===== src/hdl/greedy_word_wrap_justify_assert.svh =====
// ---------------------------------------------------------------------------
// Assertion macros for the word wrap block
// Shared concurrent assertion forms used at the end of the top level.
// ---------------------------------------------------------------------------
`ifndef GREEDY_WORD_WRAP_JUSTIFY_ASSERT_SVH
`define GREEDY_WORD_WRAP_JUSTIFY_ASSERT_SVH

// condition must never hold outside reset
`define GWWJ_ASSERT_NEVER(lbl, clk, rst_n, expr) \
    lbl: assert property (@(posedge clk) disable iff (!rst_n) !(expr)) \
        else $error("forbidden condition seen");

// condition must hold in the cycle after a reset cycle
`define GWWJ_ASSERT_AFTER_RST(lbl, clk, rst_n, expr) \
    lbl: assert property (@(posedge clk) !rst_n |=> (expr)) \
        else $error("wrong state after reset");

`endif


===== src/hdl/gwwj_pkg.sv =====
// ---------------------------------------------------------------------------
// gwwj_pkg
// Types, codes and helpers shared by the word wrap modules.
// ---------------------------------------------------------------------------
package gwwj_pkg;

    localparam int MAX_LINE_WORDS_DEF = 32;
    localparam int QUEUE_DEPTH        = 2;
    localparam int CFG_IDX_W          = 3;

    typedef enum logic [1:0] {
        CMD_GLYPH   = 2'd0,
        CMD_ALIGN   = 2'd1,
        CMD_NEWLINE = 2'd2,
        CMD_END     = 2'd3
    } t_cmd;

    typedef enum logic [1:0] {
        ALIGN_LEFT   = 2'd0,
        ALIGN_RIGHT  = 2'd1,
        ALIGN_CENTER = 2'd2,
        ALIGN_BLOCK  = 2'd3
    } t_align;

    typedef enum logic {
        KIND_GLYPH = 1'b0,
        KIND_WORD  = 1'b1
    } t_kind;

    localparam logic [CFG_IDX_W-1:0] REG_ORIGIN_X  = 3'd0;
    localparam logic [CFG_IDX_W-1:0] REG_ORIGIN_Y  = 3'd1;
    localparam logic [CFG_IDX_W-1:0] REG_FONT_SIZE = 3'd2;
    localparam logic [CFG_IDX_W-1:0] REG_MAX_LINE  = 3'd3;
    localparam logic [CFG_IDX_W-1:0] REG_SPACE_ADV = 3'd4;

    typedef struct packed {
        t_cmd               cmd;
        logic [14:0]        adv;
        logic signed [14:0] kern;
        logic               last;
        t_align             align;
    } t_item;

    typedef struct packed {
        t_kind              kind;
        logic [15:0]        word_number;
        logic signed [31:0] pos_x;
        logic signed [31:0] pos_y;
    } t_result;

    typedef struct packed {
        logic                 we;
        logic [CFG_IDX_W-1:0] idx;
        logic [31:0]          data;
    } t_cfg_wr;

    localparam logic signed [35:0] S32_MAX = 36'sd2147483647;
    localparam logic signed [35:0] S32_MIN = -36'sd2147483648;

    // clamp a wide signed sum to the signed 32 bit range
    function automatic logic signed [31:0] sat32(input logic signed [35:0] v);
        logic signed [31:0] r;
        if (v > S32_MAX) begin
            r = 32'sh7FFF_FFFF;
        end else if (v < S32_MIN) begin
            r = 32'sh8000_0000;
        end else begin
            r = v[31:0];
        end
        return r;
    endfunction

endpackage


===== src/hdl/gwwj_front.sv =====
// ---------------------------------------------------------------------------
// gwwj_front
// Input stage: take words from the stream, decode the command, queue them.
// ---------------------------------------------------------------------------
module gwwj_front
    import gwwj_pkg::*;
(
    input  logic        i_clk,
    input  logic        i_rst_n,
    input  logic        i_tvalid,
    output logic        o_tready,
    input  logic [31:0] i_tdata,
    input  logic [1:0]  i_tuser,
    input  logic        i_tlast,
    output logic        o_valid,
    output t_item       o_item,
    input  logic        i_ready
);

    logic  r_valid;
    t_item r_item;
    t_item n_item;

    assign o_tready = !r_valid || i_ready;
    assign o_valid  = r_valid;
    assign o_item   = r_item;

    // drop fields the command does not use
    always_comb begin
        n_item       = '0;
        n_item.cmd   = t_cmd'(i_tuser);
        case (n_item.cmd)
            CMD_GLYPH: begin
                n_item.adv  = i_tdata[14:0];
                n_item.kern = i_tdata[29:15];
                n_item.last = i_tlast;
            end
            CMD_ALIGN: begin
                n_item.align = t_align'(i_tdata[31:30]);
            end
            default: begin
                n_item.last = 1'b0;
            end
        endcase
    end

    always_ff @(posedge i_clk) begin
        if (!i_rst_n) begin
            r_valid <= 1'b0;
        end else if (o_tready) begin
            r_valid <= i_tvalid;
        end
        if (i_tvalid && o_tready) begin
            r_item <= n_item;
        end
    end

endmodule


===== src/hdl/gwwj_fifo.sv =====
// ---------------------------------------------------------------------------
// gwwj_fifo
// Short queue of decoded items between the front and back stages.
// ---------------------------------------------------------------------------
module gwwj_fifo
    import gwwj_pkg::*;
(
    input  logic  i_clk,
    input  logic  i_rst_n,
    input  logic  i_push,
    input  t_item i_item,
    output logic  o_ready,
    output logic  o_valid,
    output t_item o_item,
    input  logic  i_pop
);

    localparam int PW = (QUEUE_DEPTH > 1) ? $clog2(QUEUE_DEPTH) : 1;
    localparam int CW = $clog2(QUEUE_DEPTH + 1);

    t_item         r_mem [QUEUE_DEPTH];
    logic [PW-1:0] r_wr;
    logic [PW-1:0] r_rd;
    logic [CW-1:0] r_cnt;
    logic          w_push;
    logic          w_pop;

    assign o_ready = (r_cnt != CW'(QUEUE_DEPTH));
    assign o_valid = (r_cnt != '0);
    assign o_item  = r_mem[r_rd];
    assign w_push  = i_push && o_ready;
    assign w_pop   = i_pop && o_valid;

    always_ff @(posedge i_clk) begin
        if (!i_rst_n) begin
            r_wr  <= '0;
            r_rd  <= '0;
            r_cnt <= '0;
        end else begin
            if (w_push) begin
                r_wr <= (r_wr == PW'(QUEUE_DEPTH - 1)) ? '0 : r_wr + 1'b1;
            end
            if (w_pop) begin
                r_rd <= (r_rd == PW'(QUEUE_DEPTH - 1)) ? '0 : r_rd + 1'b1;
            end
            if (w_push && !w_pop) begin
                r_cnt <= r_cnt + 1'b1;
            end else if (w_pop && !w_push) begin
                r_cnt <= r_cnt - 1'b1;
            end
        end
        if (w_push) begin
            r_mem[r_wr] <= i_item;
        end
    end

endmodule


===== src/hdl/gwwj_back.sv =====
// ---------------------------------------------------------------------------
// gwwj_back
// Execution stage: word widths, line packing, line close and placement.
// ---------------------------------------------------------------------------
module gwwj_back
    import gwwj_pkg::*;
#(
    parameter int MAX_LINE_WORDS = MAX_LINE_WORDS_DEF
) (
    input  logic    i_clk,
    input  logic    i_rst_n,
    input  t_cfg_wr i_cfg,
    input  logic    i_valid,
    input  t_item   i_item,
    output logic    o_pop,
    output logic    o_valid,
    output t_result o_result,
    output logic    o_last,
    input  logic    i_ready
);

    localparam int CW = $clog2(MAX_LINE_WORDS + 1);
    localparam int AW = (MAX_LINE_WORDS > 1) ? $clog2(MAX_LINE_WORDS) : 1;
    localparam int NW = 33;
    localparam int DW = $clog2(NW + 1);

    typedef enum logic [14:0] {
        S_IDLE  = 15'b000000000000001,
        S_KADD  = 15'b000000000000010,
        S_GOUT  = 15'b000000000000100,
        S_AADD  = 15'b000000000001000,
        S_FIN   = 15'b000000000010000,
        S_FIN2  = 15'b000000000100000,
        S_CST   = 15'b000000001000000,
        S_DIV   = 15'b000000010000000,
        S_DFIX  = 15'b000000100000000,
        S_RD    = 15'b000001000000000,
        S_EMIT  = 15'b000010000000000,
        S_CDONE = 15'b000100000000000,
        S_CLR   = 15'b001000000000000,
        S_END   = 15'b010000000000000,
        S_SPARE = 15'b100000000000000
    } t_state;

    // configuration
    logic signed [31:0] r_org_x, r_org_y;
    logic [15:0]        r_font;
    logic [30:0]        r_max;
    logic [14:0]        r_sadv;

    // text state
    t_state             r_st, n_st, r_ret, n_ret;
    logic signed [31:0] r_ww, n_ww, r_ll, n_ll, r_pen, n_pen;
    logic [CW-1:0]      r_cnt, n_cnt;
    t_align             r_align, n_align;
    logic [15:0]        r_wc, n_wc;
    logic               r_open, n_open;
    t_item              r_item, n_item;

    // arithmetic
    logic signed [32:0] r_prod, n_prod;
    logic [30:0]        r_sprod;
    logic signed [31:0] r_fin_ll, n_fin_ll;
    logic signed [31:0] r_x, n_x, r_sp, n_sp;
    logic [15:0]        r_first, n_first;
    logic [CW-1:0]      r_idx, n_idx;
    logic               r_neg, n_neg;
    logic [NW-1:0]      r_num, n_num;
    logic [CW-1:0]      r_rem, n_rem;
    logic [DW-1:0]      r_dcnt, n_dcnt;

    // line word widths
    logic signed [31:0] r_mem [MAX_LINE_WORDS];
    logic signed [31:0] r_memq;

    // result staging
    logic               r_pend_v, n_pend_v, r_out_v, n_out_v, r_out_last, n_out_last;
    t_result            r_pend, n_pend, r_out, n_out;
    logic               w_can_emit;

    logic signed [35:0] w_scaled, w_space, w_ww, w_ll, w_max, w_font, w_slack;
    logic signed [35:0] w_sum, w_q;
    logic [CW:0]        w_rem2;
    logic [CW-1:0]      w_div;
    logic [CW-1:0]      w_cnt_inc;

    assign w_scaled  = 36'(r_prod >>> 14);
    assign w_space   = $signed({19'b0, r_sprod[30:14]});
    assign w_ww      = 36'(r_ww);
    assign w_ll      = 36'(r_ll);
    assign w_max     = $signed({5'b0, r_max});
    assign w_font    = $signed({20'b0, r_font});
    assign w_slack   = w_max - w_ll;
    assign w_sum     = w_ll + w_space + w_ww;
    assign w_div     = r_cnt - 1'b1;
    assign w_rem2    = {r_rem, r_num[NW-1]};
    assign w_cnt_inc = r_cnt + 1'b1;
    assign w_q       = r_neg ? -($signed({3'b0, r_num}) + 36'(r_rem != '0))
                             : $signed({3'b0, r_num});

    assign w_can_emit = !r_pend_v || !r_out_v || i_ready;
    assign o_pop      = (r_st == S_IDLE) && i_valid;
    assign o_valid    = r_out_v;
    assign o_result   = r_out;
    assign o_last     = r_out_last;

    always_comb begin
        n_st     = r_st;     n_ret   = r_ret;    n_ww     = r_ww;   n_ll  = r_ll;
        n_pen    = r_pen;    n_cnt   = r_cnt;    n_align  = r_align;
        n_wc     = r_wc;     n_open  = r_open;   n_item   = r_item; n_prod = r_prod;
        n_fin_ll = r_fin_ll; n_x     = r_x;      n_sp     = r_sp;   n_first = r_first;
        n_idx    = r_idx;    n_neg   = r_neg;    n_num    = r_num;  n_rem = r_rem;
        n_dcnt   = r_dcnt;   n_pend  = r_pend;   n_pend_v = r_pend_v;
        n_out    = r_out;    n_out_last = r_out_last;
        n_out_v  = r_out_v && !i_ready;

        case (r_st)
            S_IDLE: begin
                if (i_valid) begin
                    n_item = i_item;
                    n_prod = $signed({1'b0, r_font}) * 33'(i_item.kern);
                    case (i_item.cmd)
                        CMD_GLYPH: begin
                            n_open = 1'b1;
                            n_st   = S_KADD;
                        end
                        CMD_ALIGN: begin
                            n_open  = 1'b1;
                            n_align = i_item.align;
                            n_st    = S_END;
                        end
                        CMD_NEWLINE: begin
                            n_open = 1'b1;
                            n_ret  = S_END;
                            n_st   = S_CST;
                        end
                        default: begin
                            n_ret = S_CLR;
                            n_st  = S_CST;
                        end
                    endcase
                end
            end
            S_KADD: begin
                if (r_ww != '0) begin
                    n_ww = sat32(w_ww + w_scaled);
                end
                n_prod = $signed({1'b0, r_font}) * $signed({18'b0, r_item.adv});
                n_st   = S_GOUT;
            end
            S_GOUT: begin
                if (w_can_emit) begin
                    if (r_pend_v) begin
                        n_out_v = 1'b1; n_out = r_pend; n_out_last = 1'b0;
                    end
                    n_pend_v           = 1'b1;
                    n_pend.kind        = KIND_GLYPH;
                    n_pend.word_number = r_wc;
                    n_pend.pos_x       = r_ww;
                    n_pend.pos_y       = '0;
                    n_st               = S_AADD;
                end
            end
            S_AADD: begin
                n_ww = sat32(w_ww + w_scaled);
                n_st = r_item.last ? S_FIN : S_END;
            end
            S_FIN: begin
                // pack greedily; a word that does not fit closes the line first
                if (r_cnt == '0) begin
                    n_fin_ll = r_ww;
                    n_st     = S_FIN2;
                end else if (w_sum < w_max) begin
                    n_fin_ll = sat32(w_sum);
                    n_st     = S_FIN2;
                end else begin
                    n_fin_ll = r_ww;
                    n_ret    = S_FIN2;
                    n_st     = S_CST;
                end
            end
            S_FIN2: begin
                n_cnt = w_cnt_inc;
                n_wc  = r_wc + 1'b1;
                n_ww  = '0;
                n_ll  = r_fin_ll;
                if (w_cnt_inc >= CW'(MAX_LINE_WORDS)) begin
                    n_ret = S_END;
                    n_st  = S_CST;
                end else begin
                    n_st = S_END;
                end
            end
            S_CST: begin
                if (r_cnt == '0) begin
                    n_pen = sat32(36'(r_pen) - w_font);
                    n_st  = r_ret;
                end else begin
                    n_sp    = sat32(w_space);
                    n_first = r_wc - 16'(r_cnt);
                    n_idx   = '0;
                    case (r_align)
                        ALIGN_RIGHT:  n_x = sat32(w_slack);
                        ALIGN_CENTER: n_x = sat32(w_slack >>> 1);
                        default:      n_x = r_org_x;
                    endcase
                    if (r_align == ALIGN_BLOCK && r_cnt > CW'(1)) begin
                        n_neg  = w_slack < 0;
                        n_num  = (w_slack < 0) ? NW'(-w_slack) : NW'(w_slack);
                        n_rem  = '0;
                        n_dcnt = DW'(NW);
                        n_st   = S_DIV;
                    end else begin
                        n_st = S_RD;
                    end
                end
            end
            S_DIV: begin
                // one quotient bit per cycle
                if (w_rem2 >= {1'b0, w_div}) begin
                    n_rem = CW'(w_rem2 - {1'b0, w_div});
                    n_num = {r_num[NW-2:0], 1'b1};
                end else begin
                    n_rem = w_rem2[CW-1:0];
                    n_num = {r_num[NW-2:0], 1'b0};
                end
                n_dcnt = r_dcnt - 1'b1;
                if (r_dcnt == DW'(1)) begin
                    n_st = S_DFIX;
                end
            end
            S_DFIX: begin
                n_sp = sat32(w_space + w_q);
                n_st = S_RD;
            end
            S_RD: begin
                n_st = S_EMIT;
            end
            S_EMIT: begin
                if (w_can_emit) begin
                    if (r_pend_v) begin
                        n_out_v = 1'b1; n_out = r_pend; n_out_last = 1'b0;
                    end
                    n_pend_v           = 1'b1;
                    n_pend.kind        = KIND_WORD;
                    n_pend.word_number = r_first + 16'(r_idx);
                    n_pend.pos_x       = r_x;
                    n_pend.pos_y       = r_pen;
                    n_x                = sat32(36'(r_x) + 36'(r_memq) + 36'(r_sp));
                    n_idx              = r_idx + 1'b1;
                    n_st               = (n_idx == r_cnt) ? S_CDONE : S_RD;
                end
            end
            S_CDONE: begin
                n_cnt = '0;
                n_ll  = '0;
                n_pen = sat32(36'(r_pen) - w_font);
                n_st  = r_ret;
            end
            S_CLR: begin
                n_ww    = '0;
                n_ll    = '0;
                n_cnt   = '0;
                n_pen   = r_org_y;
                n_align = ALIGN_LEFT;
                n_wc    = '0;
                n_open  = 1'b0;
                n_st    = S_END;
            end
            S_END: begin
                // release the held result as the last of this run
                if (!r_pend_v) begin
                    n_st = S_IDLE;
                end else if (!r_out_v || i_ready) begin
                    n_out_v    = 1'b1;
                    n_out      = r_pend;
                    n_out_last = 1'b1;
                    n_pend_v   = 1'b0;
                    n_st       = S_IDLE;
                end
            end
            default: begin
                n_st = S_IDLE;
            end
        endcase

        if (i_cfg.we && i_cfg.idx == REG_ORIGIN_Y && !r_open) begin
            n_pen = $signed(i_cfg.data);
        end
    end

    always_ff @(posedge i_clk) begin
        if (!i_rst_n) begin
            r_st     <= S_IDLE;
            r_ret    <= S_END;
            r_ww     <= '0;
            r_ll     <= '0;
            r_pen    <= '0;
            r_cnt    <= '0;
            r_align  <= ALIGN_LEFT;
            r_wc     <= '0;
            r_open   <= 1'b0;
            r_pend_v <= 1'b0;
            r_out_v  <= 1'b0;
            r_org_x  <= '0;
            r_org_y  <= '0;
            r_font   <= 16'd4096;
            r_max    <= '0;
            r_sadv   <= 15'd4096;
        end else begin
            r_st     <= n_st;
            r_ret    <= n_ret;
            r_ww     <= n_ww;
            r_ll     <= n_ll;
            r_pen    <= n_pen;
            r_cnt    <= n_cnt;
            r_align  <= n_align;
            r_wc     <= n_wc;
            r_open   <= n_open;
            r_pend_v <= n_pend_v;
            r_out_v  <= n_out_v;
            if (i_cfg.we) begin
                case (i_cfg.idx)
                    REG_ORIGIN_X:  r_org_x <= $signed(i_cfg.data);
                    REG_ORIGIN_Y:  r_org_y <= $signed(i_cfg.data);
                    REG_FONT_SIZE: r_font  <= i_cfg.data[15:0];
                    REG_MAX_LINE:  r_max   <= i_cfg.data[30:0];
                    REG_SPACE_ADV: r_sadv  <= i_cfg.data[14:0];
                    default: ;
                endcase
            end
        end
        r_item     <= n_item;
        r_prod     <= n_prod;
        r_sprod    <= {15'b0, r_font} * {16'b0, r_sadv};
        r_fin_ll   <= n_fin_ll;
        r_x        <= n_x;
        r_sp       <= n_sp;
        r_first    <= n_first;
        r_idx      <= n_idx;
        r_neg      <= n_neg;
        r_num      <= n_num;
        r_rem      <= n_rem;
        r_dcnt     <= n_dcnt;
        r_pend     <= n_pend;
        r_out      <= n_out;
        r_out_last <= n_out_last;
        r_memq     <= r_mem[r_idx[AW-1:0]];
        if (r_st == S_FIN2) begin
            r_mem[r_cnt[AW-1:0]] <= r_ww;
        end
    end

endmodule


===== src/hdl/greedy_word_wrap_justify.sv =====
// ---------------------------------------------------------------------------
// greedy_word_wrap_justify
// Greedy line breaking of glyph words with left/right/center/block placement.
// ---------------------------------------------------------------------------
// Usage:
//   Slave stream carries one command word per transfer: tuser is the command
//   (glyph, set alignment, new line, end of text), tdata the glyph advance,
//   kerning and alignment, tlast marks the last glyph of a word.
//   Master stream returns glyph offsets (tuser low) and word placements
//   (tuser high); tlast marks the final result caused by one command.
//   Configuration is a plain write port, used only while the block is idle.
// Execution:
//   A glyph passes the input register and the queue, then the execute states
//   KADD, GOUT, AADD and END; a glyph that ends a word also passes FIN and FIN2.
//   A line close runs CST, then RD and EMIT for each word on the line, then
//   CDONE; an empty line needs only CST. Block alignment adds a bit-serial
//   divider that spreads the slack. The execute state machine sets the rate.
// Reset and stall:
//   Synchronous active-low reset restores register defaults and empties the
//   queue. A stalled receiver holds the output register; one more result is
//   kept in a staging register, then execution waits while the front still
//   fills the queue.
// ---------------------------------------------------------------------------
`include "greedy_word_wrap_justify_assert.svh"

module greedy_word_wrap_justify
    import gwwj_pkg::*;
#(
    parameter int MAX_LINE_WORDS = MAX_LINE_WORDS_DEF
) (
    input  logic                 i_clk,
    input  logic                 i_rst_n,
    input  logic                 i_cfg_we,
    input  logic [CFG_IDX_W-1:0] i_cfg_idx,
    input  logic [31:0]          i_cfg_data,
    input  logic                 s_axis_tvalid,
    output logic                 s_axis_tready,
    input  logic [31:0]          s_axis_tdata,  // glyph_advance, glyph_kerning, alignment
    input  logic [1:0]           s_axis_tuser,  // command
    input  logic                 s_axis_tlast,  // word_last
    output logic                 m_axis_tvalid,
    input  logic                 m_axis_tready,
    output logic [79:0]          m_axis_tdata,  // word_number, pos_x, pos_y
    output logic                 m_axis_tuser,  // kind
    output logic                 m_axis_tlast   // run_last
);

    t_cfg_wr w_cfg;
    logic    w_fe_valid, w_q_ready, w_q_valid, w_q_pop;
    t_item   w_fe_item, w_q_item;
    t_result w_res;

    assign w_cfg.we   = i_cfg_we;
    assign w_cfg.idx  = i_cfg_idx;
    assign w_cfg.data = i_cfg_data;

    // decode and register incoming words
    gwwj_front u_front (
        .i_clk    (i_clk),
        .i_rst_n  (i_rst_n),
        .i_tvalid (s_axis_tvalid),
        .o_tready (s_axis_tready),
        .i_tdata  (s_axis_tdata),
        .i_tuser  (s_axis_tuser),
        .i_tlast  (s_axis_tlast),
        .o_valid  (w_fe_valid),
        .o_item   (w_fe_item),
        .i_ready  (w_q_ready)
    );

    // decouple front from execution
    gwwj_fifo u_fifo (
        .i_clk   (i_clk),
        .i_rst_n (i_rst_n),
        .i_push  (w_fe_valid),
        .i_item  (w_fe_item),
        .o_ready (w_q_ready),
        .o_valid (w_q_valid),
        .o_item  (w_q_item),
        .i_pop   (w_q_pop)
    );

    // word widths, packing and line placement
    gwwj_back #(
        .MAX_LINE_WORDS (MAX_LINE_WORDS)
    ) u_back (
        .i_clk    (i_clk),
        .i_rst_n  (i_rst_n),
        .i_cfg    (w_cfg),
        .i_valid  (w_q_valid),
        .i_item   (w_q_item),
        .o_pop    (w_q_pop),
        .o_valid  (m_axis_tvalid),
        .o_result (w_res),
        .o_last   (m_axis_tlast),
        .i_ready  (m_axis_tready)
    );

    assign m_axis_tuser = w_res.kind;
    assign m_axis_tdata = {w_res.pos_y, w_res.pos_x, w_res.word_number};

    `GWWJ_ASSERT_NEVER(a_pop_empty, i_clk, i_rst_n, w_q_pop && !w_q_valid)
    `GWWJ_ASSERT_AFTER_RST(a_out_idle, i_clk, i_rst_n, !m_axis_tvalid)
    `GWWJ_ASSERT_AFTER_RST(a_queue_empty, i_clk, i_rst_n, !w_q_valid && !w_fe_valid)

endmodule

===== config.mk =====
export PLATFORM = sky130hd
export DESIGN_NAME = greedy_word_wrap_justify
export DESIGN_NICKNAME = d
export VERILOG_FILES = /design/src/hdl/gwwj_pkg.sv /design/src/hdl/gwwj_front.sv /design/src/hdl/gwwj_fifo.sv /design/src/hdl/gwwj_back.sv /design/src/hdl/greedy_word_wrap_justify.sv
export VERILOG_INCLUDE_DIRS = /design/src /design/src/hdl
export SDC_FILE = /design/constraint.sdc
export NUM_CORES = 2
export LEC_CHECK = 0
export ABC_AREA = 1
export CORE_MARGIN = 1
export CORE_UTILIZATION = 35
export CTS_CLUSTER_DIAMETER = 100
export DETAILED_ROUTE_END_ITERATION = 16
export DONT_BUFFER_PORTS = 1
export GPL_TIMING_DRIVEN = 0
export PLACE_DENSITY = 0.63
export SYNTH_ARGS = -nofsm -noshare
export SYNTH_HDL_FRONTEND = slang
export SYNTH_SLANG_ARGS = --single-unit
export TNS_END_PERCENT = 1

===== constraint.sdc =====
create_clock -name i_clk -period 5.9 [get_ports i_clk]
set_clock_uncertainty 0.05 [all_clocks]
set_input_delay 0.295 -clock i_clk [delete_from_list [all_inputs] [get_ports i_clk]]
set_output_delay 0.295 -clock i_clk [all_outputs]
set_load 0.005 [all_outputs]

### Word-level counts from Yosys, hierarchy flattened

Memories as Yosys holds them, arrays and structs flattened. A register that Yosys moved wholly into a read port is not among the register bits.
Index checks and enable logic that the tools add are counted.

| word-level totals | value |
|---|---|
| flip-flop bits (word level) | 726 |
| memory bits (writable) | 1,094 |
| bits of input ports | 75 |
| output and inout bits | 84 |
| word-level logic and storage cells | 319 |
| memories | 2 |

Memory list:

| memory | words | width | read ports | clocked after Yosys merged registers in | write ports | RTL line | source |
|---|---|---|---|---|---|---|---|
| u_back.r_mem | 32 | 32 | 1 | 1 | 1 | gwwj_back.sv:73 | `logic signed [31:0] r_mem [MAX_LINE_WORDS];` |
| u_fifo.r_mem | 2 | 35 | 1 | 1 | 1 | gwwj_fifo.sv:21 | `t_item r_mem [QUEUE_DEPTH];` |

| operators by class | value |
|---|---|
| add/sub/neg operators | 23 |
| multiply operators | 3 |
| order comparisons | 21 |
| eq/ne operators | 46 |
| multiplexer cells | 109 |
| bitwise gates (word level) | 1 |
| reduce and logical (&&, ||, !) cells | 67 |

Operator list:

| cell | number |
|---|---|
| $mux 32 | 24 |
| $mux 81 | 6 |
| $pmux 81 s2 | 2 |
| $pmux 32 s2 | 4 |
| $pmux 15 s14 | 1 |
| $pmux 32 s3 | 2 |
| $gt 36x32->1 const B | 5 |
| $lt 36x32->1 const B | 5 |
| $mux 15 | 12 |
| $mux 33 | 4 |
| $pmux 33 s2 | 2 |
| $add 33x32->34 | 2 |
| $mul 16x15->31 | 2 |
| $pmux 6 s2 | 4 |
| $pmux 15 s3 | 1 |
| $mux 6 | 7 |
| $add 18x36->36 | 1 |
| $lt 36x32->1 | 1 |
| $mux 36 | 1 |
| $neg 36->36 | 1 |
| $add 33x1->34 | 1 |
| $add 32x18->33 | 1 |
| $add 32x19->33 | 1 |
| $add 32x32->33 | 1 |
| other kinds (77) | 179 |

### Depth between registers and ports, before layout

| depth | value |
|---|---|
| depth after elaboration | 9 |
| mapped depth | 39 |

### By module

A second synthesis with hierarchy kept.

| unflattened totals | value |
|---|---|
| cell total of the unflattened synthesis | 11,476 |
| area, all modules | 108,592.9 um^2 |

Modules (own cells, without submodules):

| module | times used | cells each | area each (um^2) | sequential area each (um^2) |
|---|---|---|---|---|
| gwwj_back | 1 | 11,218 | 104,238.7 | 47,895.9 |
| gwwj_fifo | 1 | 146 | 2,920.3 | 2,202.1 |
| gwwj_front | 1 | 112 | 1,433.9 | 1,071.0 |

### Least setup slack after synthesis

OpenSTA, ideal clock, no wires.

| path | value |
|---|---|
| path type | reg-to-reg |
| start | register u_back.r_font[6] |
| end | register u_back.r_prod[28], data pin |
| setup time | 0.258 ns |
| data arrival time | 6.086 ns |
| slack | -0.494 ns |
| cell stages (with the launch flop) | 29 |
| path buffers | 2 |
| period minus slack after synthesis | 6.394 ns |
| cell sequence | dfxtp_1 -> clkbuf_1 -> buf_1 -> nand2_1 -> fa_1 -> inv_1 -> fa_1 -> inv_1 -> fa_1 -> inv_1 -> fa_1 -> fa_1 -> fa_1 -> ha_1 -> nand2_1 -> nor2_1 -> inv_1 -> nor4_1 -> nor2_1 -> o31ai_1 -> nand2_1 -> nor2_1 -> nor2_1 -> o21ai_0 -> nand3_1 -> nand2_1 -> a21oi_1 -> o21ai_0 -> nand2_1 |

| on the way | value |
|---|---|
| longest elaborated chain between the ends | 3 |
| elaborated cells on any way between the ends | 4 |
| classes of those cells | mul: 2; mux: 2 |

Ends and longest elaborated chain:

| item | RTL line | source |
|---|---|---|
| start: declaration | gwwj_back.sv:47 | `logic [15:0] r_font;` |
| start signal: assignment | gwwj_back.sv:326 | `REG_FONT_SIZE: r_font <= i_cfg.data[15:0];` |
| $mul 17x15->32 | gwwj_back.sv:121 | `n_prod = $signed({1'b0, r_font}) * 33'(i_item.kern);` |
| $mux 33 | gwwj_back.sv:119 | `if (i_valid) begin` |
| $pmux 33 s2 (*) | gwwj_back.sv:117 | `case (r_st)` |
| via u_back.n_prod[28] | gwwj_back.sv:61 | `logic signed [32:0] r_prod, n_prod;` |
| end signal: assignment | gwwj_back.sv:334 | `r_prod <= n_prod;` |
| end: declaration | gwwj_back.sv:61 |  |

Mark *: on every way through the listed nets, which the timed path passes. The rest lies on a longest branch. The select of a mux whose other input is x is not followed.
A chain may end at the register's enable or synchronous reset.

==> summary.md <==
| Metric | Value |
|---|---|
| Post-DP HPWL | roughly 310 mm |
| Die H | around 560 um |
| Syn-to-layout area delta | 14.9% |
| RSZ-0062 raised after global routing | yes |
| Avg Cell Area, Syn | ~9.3 um2 |
| Final Setup Violations | 64 |
| Largest net degree at the start of global routing | 38 |
| Number of buffers added on ports | 0 |
| Starting Density | 0.352 |
| Clk sinks | about 1.8k |
| Placement Setup Slack | -2.05 ns |
| Reg2Reg Setup Slack | -0.67 ns |
| Layout cells sized above 1 | 0.0789 |
| Routability cong. | around 0.99 |
| First-pass DRT Iterations | 14 |
| Final Hold Fails | 0 |
| Number of global-route vias before repair | between 80k and 90k |
| Final worst slack | -0.672 ns |
| Yosys warning total | 0 |
| Clk slew on worst S/H paths | approximately 0.060 ns |
| Total track usage | 0.250 |
| Final instance area | 125000 um2 |
| Commonest cells post-synth | nand2_1 (2311), edfxtp_1 (1490), inv_1 (1443) |
| Critical-path top delay cell | fa_2 |
| Post-synth EDFFs | 1490 |
| CTS root buf | clkbuf_16 |
| Largest stage delay, worst path | between 0.5 and 0.6 ns |
| Worst VDD drop | between 0.4 and 0.5 mV |
| Number of max-cap violations | 6 |
| Pwr/cell area | around 340 nW/um2 |
| DIE AREA | 313000 um2 |
| Critical path's most frequent cell | fa_1 |
| Layout net count | around 13k |
| H-tree depth | 4 |
| Startpoint Class | register |
| Failing checks | design-rule violations, max-capacitance violations, max-slew violations, negative setup slack |
| Ys flop type | edfxtp_1 |
| Actual slew at the worst max-slew pin | 1.64 ns |
| FFs w/ async S/R, synth | 0 |
| CTS buffer count | ~190 |
| Crit path DAT | between 7 and 8 ns |
| Core Rows | between 200 and 250 |
| # DRC | 22 |
| Die outline width | 560 um |
| Clk buf depth | 4 |
| Minimum clock period | around 6.6 ns |
| GR Overflow Total | 0 |
| Run status | finished with violations |
| Top-count cell post-synth | nand2_1 |
| Critical-path maximum fanout | 6 |
| Critical path class | register to register |
| Via density | between 5 and 6 |
| Area leader, netlist | edfxtp_1 |
| FF+latch count, synth | ~1.8k |
| Worst-Skew Late Latency | ~0.90 ns |
| CTS tree | built |
| Slew margin rel. | -0.103 |
| Drt total wl | ~400 mm |
| Post-synth cell types | 64 |
| Area contributors post-synth | edfxtp_1 (41%), fa_1 (11%), nand2_1 (8.0%) |
| Synth top area share | 0.411 |
| Routed WL per cell | between 20 and 25 um |
| Hold Crit Class | input pin to register |
| Core area | between 300000 and 400000 um2 |
| Crit share post-route | 1.11 |
| Pleak | roughly 52 nW |
| Post-DP Area | roughly 120000 um2 |
| Mapped Cells | approximately 12k |
| Ports | 159 |
| Via count | between 80k and 90k |
| Smallest hold slack | 0.149 ns |
| Slew Limit Fails | 18 |
| Worst setup EP type | register |
| Synth Net Count | ~13k |
| Initial antenna violation count | between 40 and 50 |
| Critical Path RT | about 6.5 ns |
| ANT nets after route | 0 |
| DRT iter0 DRCs | 11.5k |
| Seq/Total Area, Yosys | 0.470 |
| Fmax achieved | roughly 150 MHz |
| Syn Std Cell Area | about 110000 um2 |
| First-pass GRT wire length | between 500 and 600 mm |
-- area by class of cell --
type / instances / area (um2)
Fill cell: 30100 / 184000
Sequential cell: 1811 / 51300
Multi-Input combinational cell: 7867 / 51200
Inverter: 1470 / 5570
Tap cell: 4120 / 5150
Clock buffer: 235 / 5110
Timing Repair Buffer: 253 / 3190
Buffer: 515 / 2570
Clock inverter: 110 / 967
Antenna cell: 26 / 65.1
Timing Repair inverter: 1 / 6.26
-- final timing paths --
| kind | start | to | cells after the start |
|---|---|---|---|
| worst min register to register | u_back.r_pend[52]$_DFFE_PP_ | u_back.o_result[52]$_DFFE_PP_ | 0 |
| worst max register to register | register | u_back.r_prod[29]$_DFFE_PP_ | 30 |
| worst min-delay path | s_axis_tdata[7] | u_front.o_item[25]$_SDFFCE_PP0P_ | 3 |
| worst max-delay path | register | u_back.r_prod[29]$_DFFE_PP_ | 30 |
-- cell usage in the layout, fill, tap and decap left out, drive strengths merged, types with 337 or more instances in the layout --
cell type	count
nand2	2335
nor2	1404
a21oi	608
ha	534
o21ai	1105
fa	596
clkbuf	675
o22ai	337
edfxtp	1490
inv	1464
-- routing by layer --
layer	up-vias	part of all wire	GRT usage
met1	43100	0.41	0.347
met3	943	0.12	0.0610
met4	20	0.053	0.113
met5	-	0.00035	0
li1	39700	-	-
met2	4993	0.42	0.369
-- logic make-up (layout without fill, tap and decap cells) --
logic type | after synthesis | in the layout | synth area share
flops | 1811 | 1811 | 0.470
buf+inv | 2011 | 2584 | 0.0698
other cells | 0 | 26 | 0
simple gates | 4217 | 4217 | 0.155
fa+ha+maj | 1130 | 1130 | 0.171
xor+xnor | 275 | 275 | 0.0221
compound gates | 2245 | 2245 | 0.112
-- critical path: cells and delay by family (launching register included) --
| kind | cells | cell delay (ns) |
|---|---|---|
| AOI/OAI and AO/OA | 5 | 0.88 |
| DFF | 1 | 0.36 |
| adders and majority gates | 7 | 3.23 |
| and+or+nand+nor | 8 | 0.82 |
| buffers and inverters | 9 | 0.81 |
| xor gates and xnor gates | 1 | 0.24 |
-- report_power, final --
group          leakage, nW  total (mW)  switching [mW]  internal [mW]
logic                 32.6        16.2            10.6           5.59
registers             16.4        14.9           0.406           14.5
clock network         2.98        12.1            5.28           6.78
total                 51.9        43.1            16.3           26.9
-- stage by stage --
stage | power, mW | utilization | TNS [ns] | cells
2_1_floorplan | 24.4 | - | -1.16 | 11700
3_3_place_gp | 29.0 | 0.369 | -2170.35 | 15800
3_5_place_dp | 29.1 | 0.375 | -104.33 | 15900
4_1_cts | 42.0 | 0.402 | -32.90 | 16300
5_1_grt | 45.2 | 0.405 | -46.36 | 16400
6_report | 43.1 | 0.405 | -22.52 | 16400
-- state kept, by name (all words and copies together), names as in the netlist, 17 cells and up, named ones only --
register and cells:
u_back.r_pend 81, u_back.r_num 33, u_back.r_org_y 32, u_back.r_x 32, u_back.r_pen 32, u_back.r_mem 1024
u_back.o_result 81, u_back.r_fin_ll 32, u_front.o_item 35, u_back.r_ll 32, u_back.r_ww 32, u_back.r_sp 32
u_back.r_sprod 17, u_back.r_max 31, u_back.r_memq 32, u_back.r_org_x 32, u_fifo.r_mem 70, u_back.r_prod 18
-- what timing repair did --
item,in CTS,in global routing
endpoints found under the setup margin,104,103
hold endpoints to repair,196,0
gates cloned,3,2
pin swaps,42,94
hold buffers,80,0
buffers inserted,45,37
resized for setup,329,193
Power figures use the tool's default switching activity.
